===== config.mk =====
export PLATFORM = sky130hd
export DESIGN_NAME = redundant_sensor_voter
export DESIGN_NICKNAME = d
export VERILOG_FILES = /design/src/design/rsv_pkg.sv /design/src/design/redundant_sensor_voter.sv
export SDC_FILE = /design/constraint.sdc
export NUM_CORES = 1
export LEC_CHECK = 0
export BUFFER_PORTS_ARGS = -buffer_cell sky130_fd_sc_hd__buf_4
export CORE_MARGIN = 3
export CORE_UTILIZATION = 25
export DETAILED_ROUTE_END_ITERATION = 8
export PLACE_DENSITY = 0.38
export SLEW_MARGIN = 0
export SYNTH_ARGS = -nofsm -noshare
export SYNTH_HDL_FRONTEND = slang
export SYNTH_SLANG_ARGS = --single-unit

===== constraint.sdc =====
create_clock -name clk_i -period 9.5 [get_ports clk_i]
set_input_delay 0.475 -clock clk_i [delete_from_list [all_inputs] [get_ports clk_i]]
set_output_delay 0.475 -clock clk_i [all_outputs]
set_load 0.005 [all_outputs]

===== src/design/rsv_pkg.sv =====
// Package for the redundant sensor voter: widths, register indexes and reset values.
// No dependencies; imported by redundant_sensor_voter and tb_redundant_sensor_voter.
package rsv_pkg;

  localparam int unsigned SAMPLE_WIDTH_DEF = 16;
  localparam int unsigned NUM_LINKS        = 3;
  localparam int unsigned AGE_W            = 4;
  localparam int unsigned LEVEL_W          = 16;
  localparam int unsigned DIS_W            = 16;
  localparam int unsigned CFG_ADDR_W       = 2;
  localparam int unsigned CFG_DATA_W       = 16;
  localparam int unsigned OUT_TDATA_W      = 40;

  localparam logic [AGE_W-1:0] AGE_MAX           = 4'd15;
  localparam logic [AGE_W-1:0] MAX_AGE_RESET     = 4'd4;
  localparam logic [DIS_W-1:0] DIS_SAT           = 16'hFFFF;

  typedef enum logic [CFG_ADDR_W-1:0] {
    CFG_MAX_AGE     = 2'd0,
    CFG_FUSE_MODE   = 2'd1,
    CFG_START_LEVEL = 2'd2
  } cfg_reg_e;

  typedef enum logic [0:0] {
    FUSE_MEDIAN = 1'b0,
    FUSE_MEAN   = 1'b1
  } fuse_mode_e;

endpackage


===== src/design/redundant_sensor_voter.sv =====
// Triple redundant sensor voter with per-link staleness tracking.
// Depends on rsv_pkg.
// Throughput: one item per cycle unless the result stream stalls; the pipeline
// (input, freshness, multiply, vote) moves as one.
// The mean of three uses a reciprocal multiply registered before the vote stage.
// Reset: config registers return to defaults, link ages and held values clear to zero;
// the first item loads start_level into the held samples and the last vote. No clearing pass.
module redundant_sensor_voter #(
  parameter int unsigned SAMPLE_WIDTH = rsv_pkg::SAMPLE_WIDTH_DEF
) (
  input  logic                                           clk_i,
  input  logic                                           rst_ni,
  // cfg write channel
  input  logic                                           cfg_valid_i,
  output logic                                           cfg_ready_o,
  input  logic [rsv_pkg::CFG_ADDR_W-1:0]                 cfg_index_i,
  input  logic [rsv_pkg::CFG_DATA_W-1:0]                 cfg_data_i,
  // input beat
  input  logic                                           s_axis_tvalid,
  output logic                                           s_axis_tready,
  // valid_a, sample_a, valid_b, sample_b, valid_c, sample_c, zero pad
  input  logic [((3*(SAMPLE_WIDTH+1)+7)/8)*8-1:0]        s_axis_tdata,
  // result beat
  output logic                                           m_axis_tvalid,
  input  logic                                           m_axis_tready,
  // voted_level, disagreement, fresh_count, fresh_mask, degraded, zero pad
  output logic [rsv_pkg::OUT_TDATA_W-1:0]                m_axis_tdata
);
  import rsv_pkg::*;

  localparam int unsigned SW     = SAMPLE_WIDTH;
  localparam int unsigned SUMW   = SW + 2;
  localparam int unsigned DIV3_K = SUMW + 1;
  localparam int unsigned RCPW   = SW + 2;
  localparam int unsigned PRODW  = SUMW + RCPW;
  localparam logic [63:0] DIV3_M64 = ((64'd1 << DIV3_K) + 64'd2) / 64'd3;
  localparam logic [RCPW-1:0] DIV3_M = RCPW'(DIV3_M64);
  localparam logic [SUMW-1:0] DIV3_OFS = SUMW'(3) << (SW - 1);

  function automatic logic signed [SW-1:0] med3(input logic signed [SW-1:0] a,
                                                 input logic signed [SW-1:0] b,
                                                 input logic signed [SW-1:0] c);
    logic signed [SW-1:0] lo;
    logic signed [SW-1:0] hi;
    lo = (a < b) ? a : b;
    hi = (a < b) ? b : a;
    if (c <= lo) begin
      return lo;
    end else if (c >= hi) begin
      return hi;
    end
    return c;
  endfunction

  // config
  logic [AGE_W-1:0]            max_age_q;
  fuse_mode_e                  fuse_mode_q;
  logic signed [LEVEL_W-1:0]   start_q;
  logic signed [SW-1:0]        start_sw;

  // pipeline control
  logic adv;
  logic s0_v_q, s1_v_q, s2_v_q, out_v_q;

  // stage 0: input register
  logic [NUM_LINKS-1:0]        s0_val_q;
  logic signed [SW-1:0]        s0_smp_q [NUM_LINKS];

  // link state
  logic [AGE_W-1:0]            age_q    [NUM_LINKS];
  logic [AGE_W-1:0]            age_d    [NUM_LINKS];
  logic signed [SW-1:0]        held_q   [NUM_LINKS];
  logic signed [SW-1:0]        held_d   [NUM_LINKS];
  logic                        primed_q;

  // stage 1
  logic [NUM_LINKS-1:0]        s1_mask_d, s1_mask_q;
  logic [1:0]                  s1_cnt_d, s1_cnt_q;
  logic signed [SUMW-1:0]      s1_sum_d, s1_sum_q;
  logic signed [SW-1:0]        s1_f_q   [NUM_LINKS];
  logic                        s1_first_q;

  // stage 2
  logic [NUM_LINKS-1:0]        s2_mask_q;
  logic [1:0]                  s2_cnt_q;
  logic signed [SUMW-1:0]      s2_sum_q;
  logic signed [SW-1:0]        s2_f_q   [NUM_LINKS];
  logic                        s2_first_q;
  logic [PRODW-1:0]            s2_prod_q;
  logic signed [SW-1:0]        s2_med_q;
  logic [SUMW-1:0]             s1_ofs;

  // stage 3 / result
  logic signed [SW-1:0]        vote_d, last_vote_q;
  logic [DIS_W-1:0]            dis_d;
  logic [SW-1:0]               quot;
  logic [LEVEL_W-1:0]          out_vote_q;
  logic [DIS_W-1:0]            out_dis_q;
  logic [1:0]                  out_cnt_q;
  logic [NUM_LINKS-1:0]        out_mask_q;

  assign start_sw    = SW'(start_q);
  assign cfg_ready_o = 1'b1;

  assign adv           = !out_v_q || m_axis_tready;
  assign s_axis_tready = adv || !s0_v_q;

  // configuration
  always_ff @(posedge clk_i or negedge rst_ni) begin
    if (!rst_ni) begin
      max_age_q   <= MAX_AGE_RESET;
      fuse_mode_q <= FUSE_MEDIAN;
      start_q     <= '0;
    end else if (cfg_valid_i) begin
      unique case (cfg_index_i)
        CFG_MAX_AGE:     max_age_q   <= cfg_data_i[AGE_W-1:0];
        CFG_FUSE_MODE:   fuse_mode_q <= fuse_mode_e'(cfg_data_i[0]);
        CFG_START_LEVEL: start_q     <= cfg_data_i;
        default: ;
      endcase
    end
  end

  // stage 1: ages, held samples, freshness, sum
  always_comb begin
    logic [NUM_LINKS-1:0] fr;
    logic signed [SW-1:0] base;
    fr       = '0;
    s1_sum_d = '0;
    for (int i = 0; i < NUM_LINKS; i++) begin
      base = primed_q ? held_q[i] : start_sw;
      if (s0_val_q[i]) begin
        age_d[i]  = '0;
        held_d[i] = s0_smp_q[i];
      end else begin
        age_d[i]  = (age_q[i] != AGE_MAX) ? age_q[i] + AGE_W'(1) : age_q[i];
        held_d[i] = base;
      end
      fr[i] = (age_d[i] <= max_age_q);
      if (fr[i]) begin
        s1_sum_d = s1_sum_d + SUMW'(held_d[i]);
      end
    end
    s1_mask_d = fr;
    s1_cnt_d  = 2'({1'b0, fr[0]}) + 2'({1'b0, fr[1]}) + 2'({1'b0, fr[2]});
  end

  assign s1_ofs = SUMW'(s1_sum_q) + DIV3_OFS;

  // stage 3: vote and spread
  always_comb begin
    logic signed [SW:0] diff;
    logic [SW:0]        ad;
    logic [SW:0]        dmax;
    quot = s2_prod_q[DIV3_K +: SW];
    unique case (s2_cnt_q)
      2'd0: vote_d = s2_first_q ? start_sw : last_vote_q;
      2'd1: vote_d = SW'(s2_sum_q);
      2'd2: vote_d = SW'(s2_sum_q >>> 1);
      2'd3: vote_d = (fuse_mode_q == FUSE_MEAN) ? $signed({~quot[SW-1], quot[SW-2:0]})
                                                : s2_med_q;
      default: vote_d = last_vote_q;
    endcase
    dmax = '0;
    for (int i = 0; i < NUM_LINKS; i++) begin
      diff = {s2_f_q[i][SW-1], s2_f_q[i]} - {vote_d[SW-1], vote_d};
      ad   = diff[SW] ? (SW+1)'(-diff) : (SW+1)'(diff);
      if (s2_mask_q[i] && (ad > dmax)) begin
        dmax = ad;
      end
    end
    dis_d = (|(dmax >> DIS_W)) ? DIS_SAT : DIS_W'(dmax);
  end

  // control state
  always_ff @(posedge clk_i or negedge rst_ni) begin
    if (!rst_ni) begin
      s0_v_q      <= 1'b0;
      s1_v_q      <= 1'b0;
      s2_v_q      <= 1'b0;
      out_v_q     <= 1'b0;
      primed_q    <= 1'b0;
      last_vote_q <= '0;
      for (int i = 0; i < NUM_LINKS; i++) begin
        age_q[i]  <= '0;
        held_q[i] <= '0;
      end
    end else begin
      if (s_axis_tvalid && s_axis_tready) begin
        s0_v_q <= 1'b1;
      end else if (adv) begin
        s0_v_q <= 1'b0;
      end
      if (adv) begin
        s1_v_q  <= s0_v_q;
        s2_v_q  <= s1_v_q;
        out_v_q <= s2_v_q;
        if (s0_v_q) begin
          primed_q <= 1'b1;
          for (int i = 0; i < NUM_LINKS; i++) begin
            age_q[i]  <= age_d[i];
            held_q[i] <= held_d[i];
          end
        end
        if (s2_v_q) begin
          last_vote_q <= vote_d;
        end
      end
    end
  end

  // payload
  always_ff @(posedge clk_i) begin
    if (s_axis_tvalid && s_axis_tready) begin
      for (int i = 0; i < NUM_LINKS; i++) begin
        s0_val_q[i] <= s_axis_tdata[i*(SW+1)];
        s0_smp_q[i] <= s_axis_tdata[i*(SW+1)+1 +: SW];
      end
    end
    if (adv) begin
      s1_mask_q  <= s1_mask_d;
      s1_cnt_q   <= s1_cnt_d;
      s1_sum_q   <= s1_sum_d;
      s1_first_q <= !primed_q;
      for (int i = 0; i < NUM_LINKS; i++) begin
        s1_f_q[i] <= held_d[i];
        s2_f_q[i] <= s1_f_q[i];
      end
      s2_mask_q  <= s1_mask_q;
      s2_cnt_q   <= s1_cnt_q;
      s2_sum_q   <= s1_sum_q;
      s2_first_q <= s1_first_q;
      s2_prod_q  <= s1_ofs * DIV3_M;
      s2_med_q   <= med3(s1_f_q[0], s1_f_q[1], s1_f_q[2]);
      out_vote_q <= LEVEL_W'(vote_d);
      out_dis_q  <= dis_d;
      out_cnt_q  <= s2_cnt_q;
      out_mask_q <= s2_mask_q;
    end
  end

  assign m_axis_tvalid = out_v_q;
  assign m_axis_tdata  = {2'b00, (out_cnt_q != 2'd3), out_mask_q, out_cnt_q,
                          out_dis_q, out_vote_q};

`ifndef ASSERT_OFF
  a_cnt_matches_mask: assert property (@(posedge clk_i) disable iff (!rst_ni)
    out_v_q |-> (32'(out_cnt_q) == $countones(out_mask_q)))
    else $error("fresh count disagrees with fresh mask");

  a_no_fresh_no_spread: assert property (@(posedge clk_i) disable iff (!rst_ni)
    (out_v_q && (out_mask_q == '0)) |-> (out_dis_q == '0))
    else $error("spread reported with no fresh link");

  a_primed_after_item: assert property (@(posedge clk_i) disable iff (!rst_ni)
    (adv && s0_v_q) |=> primed_q)
    else $error("link state not primed after first item");

  a_pipe_moves: assert property (@(posedge clk_i) disable iff (!rst_ni)
    (adv && s2_v_q) |=> out_v_q)
    else $error("result lost between vote stage and output");
`endif

endmodule


==> reports/results.md, run 1 <==
| Parameter | This run |
| --- | --- |
| Cell variety after synth | 89 |
| Status | finished clean |
| Pins Over Slew Limit | 0 |
| Clock buffer count from CTS | 46 |
| Post-CTS clock slew at the launch and capture registers of the worst setup and hold paths | 0.06 ns |
| Final Cell Area | 0.0340 mm^2 |
| Multi-input gate area in the final layout | 0.0167 mm^2 |
| Final setup violation count | 0 |
| # IOs | 122 |
| Final routed DRC violation total | 0 |
| Slowest cell on the critical path | sky130_fd_sc_hd__or4_4 |
| Cell depth of the worst flop-to-flop path | 45 |
| Height of the die | 343 um |
| Mean instance size in the synthesized netlist | 10.3 um^2 |
| Clk sink count | 365 |
| Most used standard cells in the synthesized netlist | sky130_fd_sc_hd__inv_1 (327), sky130_fd_sc_hd__ha_1 (325), sky130_fd_sc_hd__edfxtp_1 (263), sky130_fd_sc_hd__nand2_1 (190), sky130_fd_sc_hd__a21oi_1 (185) |
| Final worst setup slack | 0.264 ns |
| Via count | 21.1k |
| Worst setup slack after placement | -0.163 ns |
| CP Class | flip-flop to flip-flop |
| Synth Cell Area | 0.0284 mm^2 |
| Most area-hungry cell type in the Yosys netlist | sky130_fd_sc_hd__edfxtp_1 |
| TritonCTS clock tree | done |
| Delay contributed by the slowest stage of the critical path | 0.56 ns |
| Number of buffers inserted by port buffering | 113 |
| Number of inserted filler cells in the final layout | 11.7k |
| Later-pin clock latency in the skew report | 0.61 ns |
| Critical Path Start | s2_first_q$_DFFE_PN_ |
| Top_reg_cell synth | sky130_fd_sc_hd__edfxtp_1 |
| Required time of the critical path | 9.83 ns |
| Per-cell routed wire length | 20.4 um |
| Nature of the critical path endpoint | flip-flop |
| Worst reg2reg startpoint | s2_first_q$_DFFE_PN_ |
| Post-detailed-placement half-perimeter wirelength | 75.3 mm |
| Maximum capacitance violations | 0 |
| Most common cell in the netlist | sky130_fd_sc_hd__inv_1 |
| Biggest area contributors in the synthesized netlist | sky130_fd_sc_hd__edfxtp_1 (28%), sky130_fd_sc_hd__ha_1 (14%), sky130_fd_sc_hd__dfrtp_1 (8.9%) |
| Async set-reset flop share out of synthesis | 0.279 |
| Residual antenna-violating net count after detailed routing | 0 |
| Area of the die | 0.118 mm^2 |
| Synthesis warning total | 0 |
| Rows | 123 |
| Crit start category | flip-flop |
| Largest net degree at the start of global routing | 75 |
| DP Area | 0.0316 mm^2 |
| Maximum fanout count along the critical path | 17 |
| First-pass GRT wire length | 138 mm |
| Worst Hold Depth | 1 |
| RR Endpoint | out_dis_q[0]$_SDFFCE_PP1N_ |
| Area growth from synthesis to layout | 19.8% |
| Initial Utilization | 0.252 |
| Register area share after synthesis | 0.368 |
| Grt total ovfl | 0 |
| Share of cells above drive strength 1 | 0.163 |
| Final Routed Wirelength | 92.5 mm |
| Endpoint arrival time on the critical path | 9.56 ns |
| Clock Skew | 0.0356 ns |
| Final #Nets | 3511 |
| Maximum frequency from static timing analysis | 0.108 GHz |
| Starting DRT DRC Count | 1107 |
| Area share of the leading cell type in the synthesized netlist | 0.278 |
| Number of failing hold endpoints at the final stage | 0 |
| Slack of the worst reg-to-reg path | 0.26 ns |
| Initial antenna violation count | 7 |
| Depth of the CTS H-tree | 2 |
| Tightest Pin Transition | 0.987 ns |
| Path type of the worst min-delay path | input port to flip-flop |
| Flip-flop and latch count after synthesis | 365 |
| Period minus WS final | 9.24 ns |
| Number of flops mapped to enable cells by yosys | 263 |
| RSZ-0062 raised after global routing | yes |
| GR Util All Layers | 0.156 |
| First-pass DRT Iterations | 5 |
| Combined flip-flop and latch cell area | 0.0105 mm^2 |
| Gate count of the mapped netlist | 2764 |
| Width of the chip | 343 um |
| Placer Congestion | 0.859 |
| Final period utilization | 0.972 |
| Vias in the first global route | 21.7k |
| Vias per cell | 4.66 |
| Clock tree buffer depth | 3 |
| Max-Slew Margin vs Limit | 0.340 |
| Clock root buffer master | sky130_fd_sc_hd__clkbuf_16 |
| Area of the placeable core | 0.113 mm^2 |
| Timing endpoint of the critical path | out_dis_q[0]$_SDFFCE_PP1N_ |
[registers in the layout, indices dropped and copies added, names as in the netlist, 17 cells and up]
name      cells
s1_sum_q     18
held_q       48
s1_f_q       48
s2_sum_q     17
s2_f_q       48
s0_smp_q     48
[worst min path at each step]
| stage | start | endpoint |
|---|---|---|
| floorplan | rst_ni | age_q[0]$_DFFE_PN0P_ |
| global placement | s1_mask_q[0]$_DFFE_PN_ | s2_mask_q[0]$_DFFE_PN_ |
| detailed placement | s1_cnt_q[1]$_DFFE_PN_ | s2_cnt_q[1]$_DFFE_PN_ |
| CTS | s_axis_tdata[1] | s0_smp_q[0][0]$_DFFE_PP_ |
| global route | s_axis_tdata[1] | s0_smp_q[0][0]$_DFFE_PP_ |
| finish | s_axis_tdata[1] | s0_smp_q[0][0]$_DFFE_PP_ |
[placed cells by master, fill, tap and decap left out, types with 8 or more instances in the layout]
cell type / count
sky130_fd_sc_hd__clkinv_2: 9
sky130_fd_sc_hd__nand2b_1: 29
sky130_fd_sc_hd__o21bai_1: 17
sky130_fd_sc_hd__and2_1: 20
sky130_fd_sc_hd__mux2i_1: 71
sky130_fd_sc_hd__a31oi_1: 17
sky130_fd_sc_hd__a211oi_1: 9
sky130_fd_sc_hd__edfxtp_1: 263
sky130_fd_sc_hd__dlygate4sd3_1: 31
sky130_fd_sc_hd__xor2_1: 31
sky130_fd_sc_hd__nor2_1: 154
sky130_fd_sc_hd__nor3_1: 37
sky130_fd_sc_hd__clkbuf_1: 9
sky130_fd_sc_hd__or2_2: 11
sky130_fd_sc_hd__xnor2_1: 95
sky130_fd_sc_hd__nor4_1: 15
sky130_fd_sc_hd__nand4_1: 17
sky130_fd_sc_hd__o21a_1: 27
sky130_fd_sc_hd__or3_1: 17
sky130_fd_sc_hd__clkbuf_16: 49
sky130_fd_sc_hd__o21ai_0: 131
sky130_fd_sc_hd__a21oi_1: 181
sky130_fd_sc_hd__nand2_1: 186
sky130_fd_sc_hd__o211ai_1: 26
sky130_fd_sc_hd__dfrtp_1: 99
sky130_fd_sc_hd__o31ai_1: 10
sky130_fd_sc_hd__nor3b_1: 8
sky130_fd_sc_hd__fa_1: 115
sky130_fd_sc_hd__nand3_1: 43
sky130_fd_sc_hd__a21o_1: 38
sky130_fd_sc_hd__buf_4: 227
sky130_fd_sc_hd__mux2_2: 89
sky130_fd_sc_hd__a221oi_1: 18
sky130_fd_sc_hd__o21ai_1: 12
sky130_fd_sc_hd__ha_1: 317
sky130_fd_sc_hd__inv_1: 326
sky130_fd_sc_hd__nor2b_1: 41
sky130_fd_sc_hd__and3_1: 16
[cells by family after synthesis]
| group | share of synthesized area |
|---|---|
| adders and majority gates | 0.225 |
| muxes | 0.0640 |
| AOI/OAI and AO/OA | 0.131 |
| xor gates and xnor gates | 0.0405 |
| and+or+nand+nor | 0.114 |
| DFF | 0.368 |
| other | 0.000264 |
| buffers and inverters | 0.0571 |
[routing by layer]
layer,GRT usage,up-vias,share of wire
met3,0.0200,109,0.035
met5,0,-,0
met1,0.213,10300,0.47
li1,-,10300,-
met2,0.260,361,0.47
met4,0.0394,0,0.024
[through the flow]
step / hold slack, ns / utilization / std cells / setup TNS, ns
3_3_place_gp: 0.404 / 0.281 / 4395 / 0
2_1_floorplan: 0.179 / - / 2765 / 0
6_report: 0.0497 / 0.302 / 4529 / 0
4_1_cts: 0.000328 / 0.298 / 4514 / 0
5_1_grt: 0.0153 / 0.302 / 4529 / -0.870
3_5_place_dp: 0.412 / 0.281 / 4395 / -1.11
[final cells by class]
class | instances | share of cell area
Multi-Input combinational cell | 1981 | 0.491
Sequential cell | 365 | 0.307
Clock buffer | 62 | 0.0383
Timing Repair Buffer | 268 | 0.0638
Clock inverter | 23 | 0.00802
Inverter | 329 | 0.0363
Tap cell | 1500 | 0.0552
Antenna cell | 1 | 0.0000736
[repair_timing]
| action | in CTS | in global routing |
|---|---|---|
| gates resized for setup | 7 | 68 |
| endpoints found under the hold margin | 76 | 0 |
| setup endpoints to repair | 16 | 16 |
| pin swaps | 0 | 29 |
| hold buffers | 31 | 0 |
| buffers inserted | 3 | 12 |
| cloned | 0 | 2 |
[critical path: cells and delay by family (launching register included)]
family	cells	cell delay [ns]
xor gates and xnor gates	1	0.16
buffers and inverters	8	1.29
muxes	2	0.38
adders and majority gates	3	0.71
AOI/OAI and AO/OA	21	3.55
DFF	1	0.45
and+or+nand+nor	10	2.37
Power of run 1 is not shown: default switching activity piles up to over one toggle a cycle in this logic, so the estimate is an artifact.
==> inputs of run 2 (changes only) <==
--- a/config.mk
+++ b/config.mk
@@ -6,10 +6,12 @@
 export NUM_CORES = 1
 export LEC_CHECK = 0
 export BUFFER_PORTS_ARGS = -buffer_cell sky130_fd_sc_hd__buf_4
+export CELL_PAD_IN_SITES_DETAIL_PLACEMENT = 0
+export CELL_PAD_IN_SITES_GLOBAL_PLACEMENT = 1
 export CORE_MARGIN = 3
 export CORE_UTILIZATION = 25
 export DETAILED_ROUTE_END_ITERATION = 8
-export PLACE_DENSITY = 0.38
+export PLACE_DENSITY = 0.46
 export SLEW_MARGIN = 0
 export SYNTH_ARGS = -nofsm -noshare
 export SYNTH_HDL_FRONTEND = slang
==> run 2 against run 1 <==
Against the previous run: worst hold slack better by 0.0019 ns; core utilization is 0.59 points lower; clock skew shrank 0.010 ns; via count decreased by 1.1%; first-iteration DRC count is 4.6% higher.
==> reports/results.md, run 2 (synthesized netlist as in run 1, its figures left out) <==
| Parameter | This run |
| --- | --- |
| Pins Over Slew Limit | 0 |
| RR Endpoint | out_dis_q[14]$_SDFFCE_PP1N_ |
| Starting DRT DRC Count | 1158 |
| Combined flip-flop and latch cell area | 0.0105 mm^2 |
| Met2 wire length | 41.2 mm |
| Endpoint with the worst hold slack | s0_smp_q[0][5]$_DFFE_PP_ |
| Multi-input gate area in the final layout | 0.0166 mm^2 |
| Final Routed Wirelength | 91.2 mm |
| Worst Hold Depth | 1 |
| Share of cells above drive strength 1 | 0.152 |
| Maximum capacitance violations | 0 |
| Clk sink count | 365 |
| Crit start category | flip-flop |
| Status | finished clean |
| Most common cell after layout, fill and taps aside | sky130_fd_sc_hd__inv_1 |
| Via count | 20.9k |
| First-pass DRT Iterations | 5 |
| Clock Skew | 0.0254 ns |
| Antenna diode count | 0 |
| Clock buffer count from CTS | 44 |
| Final #Nets | 3456 |
| Initial antenna violation count | 2 |
| Maximum frequency from static timing analysis | 0.110 GHz |
| Slack of the worst reg-to-reg path | 0.44 ns |
| Tightest Pin Transition | 1.03 ns |
| Slowest cell on the critical path | sky130_fd_sc_hd__or4_4 |
| Worst hold path startpoint | s_axis_tdata[6] |
| Endpoint arrival time on the critical path | 9.39 ns |
| Final routed DRC violation total | 0 |
| Vias in the first global route | 21.7k |
| TritonCTS clock tree | done |
| Met3 wirelength from detailed routing | 2.91 mm |
| Commonest cells after routing, fill and taps aside | sky130_fd_sc_hd__inv_1 (327), sky130_fd_sc_hd__ha_1 (320), sky130_fd_sc_hd__edfxtp_1 (263) |
| Worst reg2reg startpoint | s2_first_q$_DFFE_PN_ |
| Depth of the CTS H-tree | 2 |
| Max-Slew Margin vs Limit | 0.314 |
| Area growth from synthesis to layout | 17.4% |
| First-pass GRT wire length | 138 mm |
| Nature of the critical path endpoint | flip-flop |
| Highest routing layer actually used | met4 |
| Clock root buffer master | sky130_fd_sc_hd__clkbuf_16 |
| GR Util All Layers | 0.155 |
| Maximum fanout count along the critical path | 17 |
| Post-detailed-placement half-perimeter wirelength | 74.0 mm |
| Vias per cell | 4.67 |
| Area of the placeable core | 0.113 mm^2 |
| Delay contributed by the slowest stage of the critical path | 0.54 ns |
| Clock tree buffer depth | 3 |
| Height of the die | 343 um |
| Final period utilization | 0.954 |
| Required time of the critical path | 9.83 ns |
| Critical Path Start | s2_first_q$_DFFE_PN_ |
| Per-cell routed wire length | 20.4 um |
| Later-pin clock latency in the skew report | 0.60 ns |
| Setup tns final | 0 ns |
| Cell depth of the worst flop-to-flop path | 42 |
| CP Class | flip-flop to flip-flop |
| Largest net degree at the start of global routing | 75 |
| # IOs | 122 |
| Crit path top cell by count | sky130_fd_sc_hd__o21a_1 |
| Period minus WS final | 9.06 ns |
| Number of failing hold endpoints at the final stage | 0 |
| Area of the die | 0.118 mm^2 |
| Width of the chip | 343 um |
| Placer Congestion | 0.838 |
| Met1 WL | 44.9 mm |
| Initial Utilization | 0.252 |
| Grt total ovfl | 0 |
| Final setup violation count | 0 |
| Rows | 123 |
| Number of buffers inserted by port buffering | 113 |
| Post-CTS clock slew at the launch and capture registers of the worst setup and hold paths | 0.06 ns |
| Number of inserted filler cells in the final layout | 11.8k |
| Residual antenna-violating net count after detailed routing | 0 |
| Path type of the worst min-delay path | input port to flip-flop |
run 2: critical path, delay by kind of cell, from the launching register on:
kind | cells | cell delay (ns)
flip-flops | 1 | 0.43
buffers and inverters | 5 | 0.77
AO/OA/AOI/OAI | 17 | 3.00
AND/OR/NAND/NOR | 13 | 2.78
multiplexers | 2 | 0.58
adder cells (fa/ha/maj) | 4 | 1.02
XOR/XNOR | 1 | 0.16
run 2: how the worst max path moves through the flow:
stage	to	slack, ns	depth (start not counted)
after global placement	out_dis_q[12]$_SDFFCE_PP1N_	0.12	44
after detailed placement	out_dis_q[12]$_SDFFCE_PP1N_	0.11	44
final	out_dis_q[14]$_SDFFCE_PP1N_	0.44	42
after floorplan	out_dis_q[10]$_SDFFCE_PP1N_	0.05	46
after global routing	out_dis_q[6]$_SDFFCE_PP1N_	-0.04	44
after CTS	out_dis_q[12]$_SDFFCE_PP1N_	0.08	44
run 2: timing repair:
item,in CTS,in global routing
hold buffers,1,0
endpoints found under the setup margin,0,16
setup buffers,0,7
hold endpoints to repair,10,0
resized for setup,0,68
run 2: final cells by class:
type / count / share of cell area
clock buffers: 58 / 0.0358
flip-flops and latches: 365 / 0.313
clock inverters: 23 / 0.00938
inverters: 329 / 0.0370
multi-input cells: 1981 / 0.498
repair buffers: 215 / 0.0502
well taps: 1500 / 0.0563
run 2: routing by layer:
layer	vias up	track usage
met5	-	0
met4	0	0.0392
met3	101	0.0198
met2	311	0.250
met1	10300	0.220
li1	10200	-
run 2: through the flow:
stage	utilization	std cells	cell area, um^2	hold slack [ns]	worst slack, ns
finish	0.296	4471	33400	0.0517	0.440
global route	0.296	4471	33400	0.0177	-0.0355
CTS	0.293	4461	33000	0.00313	0.0761
detailed placement	0.279	4379	31500	0.408	0.107
global placement	0.279	4379	31500	0.406	0.119
floorplan	-	2765	28400	0.179	0.0472
Power of run 2 is left out for the same reason.
